===== src/sita_pkg.sv =====
// Shared types, constants and character helpers for the integer-to-ASCII unit.
`timescale 1ns / 1ps

package sita_pkg;

    localparam int C_VALUE_W   = 64;
    localparam int C_DIGIT_W   = 4;
    localparam int C_DEC_DIGITS = 20;
    localparam int C_HEX_DIGITS = 16;
    localparam int C_DIGITS_W  = C_DEC_DIGITS * C_DIGIT_W;
    localparam int C_REM_W     = $clog2(C_DEC_DIGITS + 1);
    localparam int C_BIT_CNT_W = $clog2(C_VALUE_W);

    localparam logic [7:0] C_CHAR_ZERO    = 8'd48;
    localparam logic [7:0] C_CHAR_MINUS   = 8'h2D;
    localparam logic [7:0] C_CHAR_UPPER_A = 8'h41;
    localparam logic [7:0] C_CHAR_LOWER_A = 8'h61;
    localparam logic [7:0] C_CHAR_NONE    = 8'h00;

    typedef enum logic [1:0] {
        CMD_DEC       = 2'd0,
        CMD_HEX_UPPER = 2'd1,
        CMD_HEX_LOWER = 2'd2,
        CMD_REJECT    = 2'd3
    } t_cmd;

    typedef enum logic [2:0] {
        ST_IDLE,
        ST_CONVERT,
        ST_SIGN,
        ST_SKIP,
        ST_EMIT,
        ST_REJECT
    } t_state;

    // Controller to datapath
    typedef struct packed {
        logic load;
        logic dabble;
        logic skip;
        logic emit_sign;
        logic emit_digit;
        logic emit_reject;
    } t_dp_ctrl;

    // Datapath to controller
    typedef struct packed {
        logic top_zero;
        logic last_digit;
        logic neg;
    } t_dp_status;

    function automatic logic [7:0] hex_char(input logic [3:0] d, input logic upper);
        logic [7:0] base;
        base = upper ? C_CHAR_UPPER_A : C_CHAR_LOWER_A;
        if (d < 4'd10) begin
            hex_char = C_CHAR_ZERO + {4'd0, d};
        end else begin
            hex_char = base + {4'd0, d} - 8'd10;
        end
    endfunction

    function automatic logic [7:0] dec_char(input logic [3:0] d);
        dec_char = C_CHAR_ZERO + {4'd0, d};
    endfunction

endpackage


===== src/signed_int_to_ascii_radix_unit.sv =====
// Top level of the signed 64-bit integer to ASCII text converter.
//
// Usage: present i_value and i_command and raise start; the word is taken at a
// rising edge with start high and busy low. Commands: decimal, upper-case hex,
// lower-case hex, or reject. Text comes out most significant character first,
// one character per o_valid strobe, with o_last on the final character.
// Decimal output leads with '-' for negative values; hex prints the magnitude.
// A rejected command gives a single strobe with o_rejected and o_last set.
// Results are held for exactly one cycle; the receiver cannot stall them.
//
// Sequence: decimal runs a shift-and-add-3 binary-to-BCD pass over all 64 input
// bits, then steps through all 20 BCD digits, skipping a leading zero or
// emitting a character at each, plus a step for '-' when the value is
// negative. Hex steps through all 16 digits. Reject passes through a single
// reject state. The next word is taken only while busy is low, so one item
// is in flight at a time.
// Each character appears in the cycle after the state that emits it.
// Synchronous reset returns the controller to idle and drops any strobe.
`timescale 1ns / 1ps

module signed_int_to_ascii_radix_unit (
    input  logic               i_clk,
    input  logic               i_rst_n,
    input  logic               start,
    output logic               busy,
    input  logic signed [63:0] i_value,
    input  logic [1:0]         i_command,
    output logic               o_valid,
    output logic [7:0]         o_text_char,
    output logic               o_last,
    output logic               o_rejected
);
    import sita_pkg::*;

    t_dp_ctrl   ctrl;
    t_dp_status status;

    sita_ctrl u_ctrl (
        .i_clk     (i_clk),
        .i_rst_n   (i_rst_n),
        .start     (start),
        .i_command (i_command),
        .i_status  (status),
        .o_ctrl    (ctrl),
        .busy      (busy)
    );

    sita_datapath u_datapath (
        .i_clk       (i_clk),
        .i_rst_n     (i_rst_n),
        .i_ctrl      (ctrl),
        .i_value     (i_value),
        .i_command   (i_command),
        .o_status    (status),
        .o_valid     (o_valid),
        .o_text_char (o_text_char),
        .o_last      (o_last),
        .o_rejected  (o_rejected)
    );

    // an accepted word always keeps the unit busy on the next cycle
    a_accept_busy: assert property (@(posedge i_clk) disable iff (!i_rst_n)
        (start && !busy) |=> busy)
        else $error("unit not busy after accepting a word");

    // a reject word is always a lone final word
    a_reject_last: assert property (@(posedge i_clk) disable iff (!i_rst_n)
        (o_valid && o_rejected) |-> (o_last && (o_text_char == C_CHAR_NONE)))
        else $error("rejected word is not a final NUL word");

    // once idle, any word still on the outputs is the end of its conversion
    a_idle_last: assert property (@(posedge i_clk) disable iff (!i_rst_n)
        (!busy && o_valid) |-> o_last)
        else $error("unit went idle before the final character");

endmodule


===== src/sita_datapath.sv =====
// Datapath: magnitude, BCD/hex digit register, digit counter and output word register.
`timescale 1ns / 1ps

module sita_datapath (
    input  logic                        i_clk,
    input  logic                        i_rst_n,
    input  sita_pkg::t_dp_ctrl          i_ctrl,
    input  logic signed [63:0]          i_value,
    input  logic [1:0]                  i_command,
    output sita_pkg::t_dp_status        o_status,
    output logic                        o_valid,
    output logic [7:0]                  o_text_char,
    output logic                        o_last,
    output logic                        o_rejected
);
    import sita_pkg::*;

    logic [C_VALUE_W-1:0]  r_bin, n_bin;
    logic [C_DIGITS_W-1:0] r_digits, n_digits;
    logic [C_REM_W-1:0]    r_remaining, n_remaining;
    logic                  r_neg, n_neg;
    t_cmd                  r_mode, n_mode;
    logic                  r_valid, n_valid;
    logic [7:0]            r_char, n_char;
    logic                  r_last, n_last;
    logic                  r_rej, n_rej;

    logic [C_VALUE_W-1:0]  mag;
    logic [C_DIGITS_W-1:0] adjusted;
    logic [C_DIGIT_W-1:0]  top_digit;
    logic                  last_digit;

    assign mag        = i_value[C_VALUE_W-1] ? (~i_value + 64'd1) : i_value;
    assign top_digit  = r_digits[C_DIGITS_W-1 -: C_DIGIT_W];
    assign last_digit = (r_remaining == C_REM_W'(1));

    // Double-dabble correction: each BCD digit of 5 or more gets 3 added before the shift
    always_comb begin
        for (int i = 0; i < C_DEC_DIGITS; i++) begin
            if (r_digits[i*C_DIGIT_W +: C_DIGIT_W] >= 4'd5) begin
                adjusted[i*C_DIGIT_W +: C_DIGIT_W] = r_digits[i*C_DIGIT_W +: C_DIGIT_W] + 4'd3;
            end else begin
                adjusted[i*C_DIGIT_W +: C_DIGIT_W] = r_digits[i*C_DIGIT_W +: C_DIGIT_W];
            end
        end
    end

    always_comb begin
        n_bin       = r_bin;
        n_digits    = r_digits;
        n_remaining = r_remaining;
        n_neg       = r_neg;
        n_mode      = r_mode;
        n_valid     = 1'b0;
        n_char      = r_char;
        n_last      = r_last;
        n_rej       = r_rej;

        if (i_ctrl.load) begin
            n_mode = t_cmd'(i_command);
            n_neg  = i_value[C_VALUE_W-1];
            n_bin  = mag;
            if (t_cmd'(i_command) == CMD_DEC) begin
                n_digits    = '0;
                n_remaining = C_REM_W'(C_DEC_DIGITS);
            end else begin
                n_digits    = {mag, {(C_DIGITS_W-C_VALUE_W){1'b0}}};
                n_remaining = C_REM_W'(C_HEX_DIGITS);
            end
        end

        if (i_ctrl.dabble) begin
            n_digits = {adjusted[C_DIGITS_W-2:0], r_bin[C_VALUE_W-1]};
            n_bin    = {r_bin[C_VALUE_W-2:0], 1'b0};
        end

        if (i_ctrl.skip || i_ctrl.emit_digit) begin
            n_digits    = {r_digits[C_DIGITS_W-C_DIGIT_W-1:0], {C_DIGIT_W{1'b0}}};
            n_remaining = r_remaining - C_REM_W'(1);
        end

        if (i_ctrl.emit_digit) begin
            n_valid = 1'b1;
            n_last  = last_digit;
            n_rej   = 1'b0;
            unique case (r_mode)
                CMD_DEC:       n_char = dec_char(top_digit);
                CMD_HEX_UPPER: n_char = hex_char(top_digit, 1'b1);
                CMD_HEX_LOWER: n_char = hex_char(top_digit, 1'b0);
                default:       n_char = C_CHAR_NONE;
            endcase
        end

        if (i_ctrl.emit_sign) begin
            n_valid = 1'b1;
            n_char  = C_CHAR_MINUS;
            n_last  = 1'b0;
            n_rej   = 1'b0;
        end

        if (i_ctrl.emit_reject) begin
            n_valid = 1'b1;
            n_char  = C_CHAR_NONE;
            n_last  = 1'b1;
            n_rej   = 1'b1;
        end
    end

    always_ff @(posedge i_clk) begin
        if (!i_rst_n) begin
            r_valid <= 1'b0;
        end else begin
            r_valid <= n_valid;
        end
        r_bin       <= n_bin;
        r_digits    <= n_digits;
        r_remaining <= n_remaining;
        r_neg       <= n_neg;
        r_mode      <= n_mode;
        r_char      <= n_char;
        r_last      <= n_last;
        r_rej       <= n_rej;
    end

    assign o_status.top_zero   = (top_digit == '0);
    assign o_status.last_digit = last_digit;
    assign o_status.neg        = r_neg;

    assign o_valid     = r_valid;
    assign o_text_char = r_char;
    assign o_last      = r_last;
    assign o_rejected  = r_rej;

endmodule


===== src/sita_ctrl.sv =====
// Controller: sequences load, binary-to-BCD conversion, leading-zero skip and emission.
`timescale 1ns / 1ps

module sita_ctrl (
    input  logic                  i_clk,
    input  logic                  i_rst_n,
    input  logic                  start,
    input  logic [1:0]            i_command,
    input  sita_pkg::t_dp_status  i_status,
    output sita_pkg::t_dp_ctrl    o_ctrl,
    output logic                  busy
);
    import sita_pkg::*;

    t_state                 r_state, n_state;
    logic [C_BIT_CNT_W-1:0] r_bit_cnt, n_bit_cnt;

    always_ff @(posedge i_clk) begin
        if (!i_rst_n) begin
            r_state   <= ST_IDLE;
            r_bit_cnt <= '0;
        end else begin
            r_state   <= n_state;
            r_bit_cnt <= n_bit_cnt;
        end
    end

    always_comb begin
        n_state   = r_state;
        n_bit_cnt = r_bit_cnt;
        o_ctrl    = '0;

        unique case (r_state)
            ST_IDLE: begin
                if (start) begin
                    o_ctrl.load = 1'b1;
                    n_bit_cnt   = '0;
                    unique case (t_cmd'(i_command))
                        CMD_DEC:    n_state = ST_CONVERT;
                        CMD_REJECT: n_state = ST_REJECT;
                        default:    n_state = ST_SKIP;
                    endcase
                end
            end
            ST_CONVERT: begin
                o_ctrl.dabble = 1'b1;
                n_bit_cnt     = r_bit_cnt + C_BIT_CNT_W'(1);
                if (r_bit_cnt == {C_BIT_CNT_W{1'b1}}) begin
                    n_state = i_status.neg ? ST_SIGN : ST_SKIP;
                end
            end
            ST_SIGN: begin
                o_ctrl.emit_sign = 1'b1;
                n_state          = ST_SKIP;
            end
            ST_SKIP: begin
                // drop leading zeros, but always keep the final digit
                if (i_status.top_zero && !i_status.last_digit) begin
                    o_ctrl.skip = 1'b1;
                end else begin
                    o_ctrl.emit_digit = 1'b1;
                    n_state = i_status.last_digit ? ST_IDLE : ST_EMIT;
                end
            end
            ST_EMIT: begin
                o_ctrl.emit_digit = 1'b1;
                if (i_status.last_digit) begin
                    n_state = ST_IDLE;
                end
            end
            ST_REJECT: begin
                o_ctrl.emit_reject = 1'b1;
                n_state            = ST_IDLE;
            end
            default: begin
                n_state = ST_IDLE;
            end
        endcase
    end

    assign busy = (r_state != ST_IDLE);

endmodule

===== config.mk =====
export PLATFORM = sky130hd
export DESIGN_NAME = signed_int_to_ascii_radix_unit
export DESIGN_NICKNAME = d
export VERILOG_FILES = /design/src/sita_pkg.sv /design/src/signed_int_to_ascii_radix_unit.sv /design/src/sita_datapath.sv /design/src/sita_ctrl.sv
export SDC_FILE = /design/constraint.sdc
export NUM_CORES = 1
export LEC_CHECK = 0
export BUFFER_PORTS_ARGS = -buffer_cell sky130_fd_sc_hd__buf_2
export CORE_MARGIN = 5
export CORE_UTILIZATION = 45
export DETAILED_ROUTE_END_ITERATION = 10
export GPL_TIMING_DRIVEN = 0
export PLACE_DENSITY = 0.69
export SLEW_MARGIN = 5
export SYNTH_ARGS = -nofsm -noshare
export SYNTH_HDL_FRONTEND = slang
export SYNTH_HIERARCHICAL = 1
export SYNTH_SLANG_ARGS = --single-unit

===== constraint.sdc =====
create_clock -name i_clk -period 6.87 [get_ports i_clk]
set_input_delay 0.3435 -clock i_clk [delete_from_list [all_inputs] [get_ports i_clk]]
set_output_delay 0.3435 -clock i_clk [all_outputs]
set_load 0.03 [all_outputs]

Word level (Yosys, flattened, before mapping):

Cells that the tools add are included.

* eq/ne operators: 14
* reduce and logical (&&, ||, !) cells: 16
* bitwise gates (word level): 1
* magnitude comparators: 21
* $add $sub $neg: 28
* multiplexer cells: 61

Operators by type and width (count)
* 80-bit two-way mux: 4
* 64-bit two-way mux: 3
* 4-bit by 3-bit greater-or-equal comparator with 1-bit output, second input constant: 20
* 4-bit by 2-bit adder with 4-bit output, second input constant: 19
* 4-bit two-way mux: 19
* 64-bit by 1-bit adder with 64-bit output, second input constant: 1
* 64-bit NOT: 1
* 8-bit one-hot mux with 3 select lines: 1
* 3-bit two-way mux: 7
* 6-bit two-way mux: 3
* 7-bit by 4-bit adder with 8-bit output, first input constant: 2
* 1-bit two-way mux: 16
* 8-bit two-way mux: 2
* 8-bit by 4-bit subtractor with 8-bit output, second input constant: 2
* 3-bit one-hot mux with 5 select lines: 1
* 6-bit one-hot mux with 2 select lines: 1
* 5-bit two-way mux: 2
* 2-bit nonzero test: 4
* 6-bit by 4-bit adder with 7-bit output, first input constant: 1
* 6-bit by 1-bit adder with 6-bit output, second input constant: 1
* 3-bit by 2-bit equality test with 1-bit output, second input constant: 2
* 3-bit equality test, second input constant: 2
* 6-bit equality test, second input constant: 1
* 3-bit one-hot mux with 2 select lines: 1
* 20 further kinds: 25

* word-level logic and storage cells: 155
* flip-flop bits (word level): 172
* output and inout port bits: 12
* input bits: 69

Longest topological paths before layout:

* depth in word-level cells: 8
* mapped depth: 12
* depth with buffers taken out: 11

Modules after synthesis:

Netlist, hierarchy kept.

By module, submodules not included
* sita_datapath: cells each 1205, area an instance 10980.5 µm², sequential area each 4714.5 µm², times used 1
* sita_ctrl: cells each 68, area an instance 575.6 µm², sequential area each 180.2 µm², times used 1

Least setup slack after synthesis:

No wires, ideal clock.

* path type: register to register
* start: reg u_ctrl.r_state[0]
* end: reg u_datapath.r_digits[3]
* cell stages (with the launch flop): 8
* data arrival time: 5297 ps
* path buffers: 1
* library setup time: 117 ps
* setup slack: 1455 ps
* data required time: 6753 ps
* clock period less this slack: 5415 ps
* cell sequence: dfxtp_1 -> buf_2 -> nor3_1 -> inv_1 -> nand2_1 -> nand2b_1 -> o31ai_1 -> a32o_1

RTL lines
* from (decl): RTL line sita_ctrl.sv:15 `t_state r_state, n_state;`
* from (signal assigned): RTL line sita_ctrl.sv:23 `r_state <= n_state;`
* to (signal assigned): RTL line sita_datapath.sv:116 `r_digits <= n_digits;`
* to (decl): RTL line sita_datapath.sv:19 `logic [C_DIGITS_W-1:0] r_digits, n_digits;`

==> metrics.csv <==
stage,metric,value,unit
clock_tree,numCtsBuffers,17,
floorplan,die_area,29000,um^2
global_routing,grt_usage,24.9,%
logic_synthesis,ys_types,87,
layout,stdcell_area,13000,um^2
sta,skew,0.0104,ns
pwr,p_sw,2.73,mW
sta,rsz0062_at_grt,no,
logic_synthesis,ys_seq_elements,171,
logic_synthesis,ys_warn_count,6,
clock_tree,ctsResizeCount,0,
logic_synthesis,synth_top_area_share,38.2,%
floorplan,die_height,170,um
logic_synthesis,synth_edf_count,147,
sta,hold_viol,0,
routing,first_pass_iters,6,
clock_tree,htree_levels,4,
clock_tree,insertion_delay,0.44,ns
clock_tree,clock-root-buffer,clkbuf_16,
logic_synthesis,synth-seq-area-share,42.4,%
logic_synthesis,avgSynthCellArea,9.08,um^2
sta,slew_headroom,32.6,%
global_routing,grt_max_degree,59,
placed_design,place_area,12400,um^2
sta,fin_tns_setup,0,ns
setup_path,crit_slowest_cell,clkbuf_1,
pwr,cellLeakagePower,4.72,nW
flow_run,max_cap_violations,0,
setup_path,path_class,reg -> reg,
setup_path,critPathRequiredTime,7.01,ns
sta,worstMarginPinSlew,1.01,ns
clock_tree,cts.sinks,171,
placed_design,dpl.hpwl,26400,um
routing,via_count,10700,
sta,fin_crit_sh,56.4,%
setup_path,crit_path_cell_trace,inv_1 > ha_1 > nor4b_1 > buf_4 > nand2b_1 > a22o_1 > or2_2 > clkbuf_1 > buf_1 > clkbuf_1 > o21ai_0,
clock_tree,postCtsSetupRepairBufs,0,
logic_synthesis,synth_top_cells_by_count,"nand2_1, edfxtp_1, o21ai_0",
outcome,status,completed,
routing,routed_wl,36500,um
logic_synthesis,syn_inst,1273,
pwr,p_comb_share,45.9,%
sta,fin_crit,3.87,ns
pwr,ir_drop,0.282,mV
logic_synthesis,synth.net_count,1387,
routing,drtAntennaViolNets,0,
setup_path,worstSetupStartpoint,u_datapath/r_remaining[1],
floorplan,die_w,170,um
pwr,clkPwrFrac,16.4,%
pwr,p_seq_share,37.7,%
pwr,powerDensity,471,nW/um^2
placed_design,dp_slack,3.06,ns
clock_tree,cts_hold_buf,0,
sta,report.final.slew_viol_count,0,
global_routing,gr-total-overflow,0,
sta,layout_setup_ws,3.00,ns
sta,hold_ws,0.168,ns
layout,synthToLayoutAreaGrowth,12.6,%
hold_path,min_path_type,in -> reg,
layout,nets,1483,
logic_synthesis,synth-main-ff-cell,edfxtp_1,
clock_tree,tritoncts,done,
routing,wl_per_cell,21.3,um
routing,drt_iter0_markers,1481,
setup_path,slowest_delay,0.66,ns
clock_tree,path_clk_slew,0.07,ns
logic_synthesis,synthTopCellsByArea,"edfxtp_1, o21ai_0, nand2_1",
pwr,switching_share,44.5,%
logic_synthesis,synth_area,11600,um^2
setup_path,cp-start-kind,flip-flop,
global_routing,grt_pass1_wl,56500,um
setup_path,crit_top_cell,clkbuf_1,
logic_synthesis,synthArstFlopShare,0,%
routing,viasPerCell,6.24,
layout,drive_gt1_share,11.3,%
setup_path,regToRegStartpoint,u_datapath/r_remaining[1],
sta,setup_viol,0,
global_routing,antenna_found_initial,0,
clock_tree,cts.path.max_buffers,2,
floorplan,ios,81,
setup_path,cp-end-kind,flip-flop,
setup_path,cp.arrival,4.01,ns
layout,n_antenna_cell,0,
hold_path,min_from,i_command[0],
global_routing,grt_pass1_vias,9919,
logic_synthesis,synth.most_common_cell,nand2_1,
logic_synthesis,yosysTopAreaCell,edfxtp_1,
sta,fmaxAchievable,0.258,GHz
placed_design,globalplace.congestion,0.951,
routing,drc,0,
floorplan,core,25300,um^2
placed_design,place.port_buffers,74,
floorplan,start_util,45.8,%
floorplan,rows,58,
pwr,power.internal,3.41,mW
setup_path,crit_fanout,10,
## critical path: cells and delay by family (launching register included)
kind | cells | cell delay (ns)
AO/OA/AOI/OAI | 2 | 0.41
buffers and inverters | 5 | 1.90
adder cells (fa/ha/maj) | 1 | 0.14
flip-flops | 1 | 0.40
AND/OR/NAND/NOR | 3 | 0.73
## path summary, 6_finish.rpt
check                           slack, ns                        end  cells past startpoint
worst min-delay path                 0.17       u_datapath/r_mode[0]                      1
worst max register to register       3.00  u_datapath/r_remaining[4]                     11
worst max-delay path                 3.00  u_datapath/r_remaining[4]                     11
worst min register to register       0.48     u_datapath/r_digits[0]                      2
## kinds of logic (layout without fill, tap and decap cells)
family                   Yosys count  after routing  synth area share [%]
AO/OA/AOI/OAI                    396            396                  21.4
XOR/XNOR                          90             90                  6.82
adder cells (fa/ha/maj)           45             45                  4.87
buffers and inverters            128            237                  4.48
flip-flops                       171            171                  42.4
multiplexers                      10             10                 0.920
other                              1              1                0.0325
AND/OR/NAND/NOR                  432            432                  19.1
## power by group through the flow
stage / Sequential [mW] / Combinational, mW / Clock [mW]
after floorplan: 2.28 / 1.88 / 0
after global routing: 2.37 / 3.10 / 1.06
after global placement: 2.36 / 2.61 / 0
after detailed placement: 2.31 / 2.75 / 0
final: 2.31 / 2.82 / 1.01
after CTS: 2.29 / 2.77 / 1.02
## through the flow
step	instances	utilization (%)	power [mW]
finish	1712	51.5	6.13
CTS	1712	51.5	6.09
detailed placement	1680	49.2	5.06
global placement	1677	48.9	4.96
floorplan	1273	-	4.16
global route	1712	51.5	6.53
## cell type report
type | count | area [um^2]
clock inverter | 15 | 173
fill | 2354 | 12200
buffer | 72 | 303
inverter | 56 | 215
tap | 330 | 413
multi-input combinational | 974 | 6160
clock buffer | 17 | 425
timing repair buffer | 77 | 425
sequential | 171 | 4890
## layout by cell type, fill, tap and decap left out, types with 13 or more instances in the layout
| master | n |
|---|---|
| nor3b_1 | 19 |
| buf_2 | 79 |
| nor3_1 | 23 |
| nand2_1 | 160 |
| clkbuf_16 | 17 |
| clkbuf_1 | 58 |
| nand2b_1 | 31 |
| a21oi_1 | 84 |
| a22oi_1 | 20 |
| dfxtp_1 | 24 |
| edfxtp_1 | 147 |
| xnor2_1 | 31 |
| inv_1 | 54 |
| or3_1 | 15 |
| o21ai_1 | 28 |
| xor2_1 | 59 |
| nor4_1 | 14 |
| or4_1 | 13 |
| o31ai_1 | 25 |
| ha_1 | 45 |
| o21ai_0 | 145 |
| nand3_1 | 22 |
| nor2_1 | 84 |
## sequential cells by signal, summed over array words and instances, names as in the netlist, 2 cells and up
signal	count
u_ctrl/r_bit_cnt	6
u_datapath/r_mode	2
u_ctrl/r_state	3
u_datapath/r_remaining	5
u_datapath/r_bin	64
u_datapath/r_digits	80
u_datapath/o_text_char	7
## layer usage
metal  track usage [%]  share of wire [%]
met2              38.4                 44
met1              35.2                 42
met4              8.61                3.5
met3              4.85                 10
met5                 0                  0
Power figures use the tool's default switching activity.
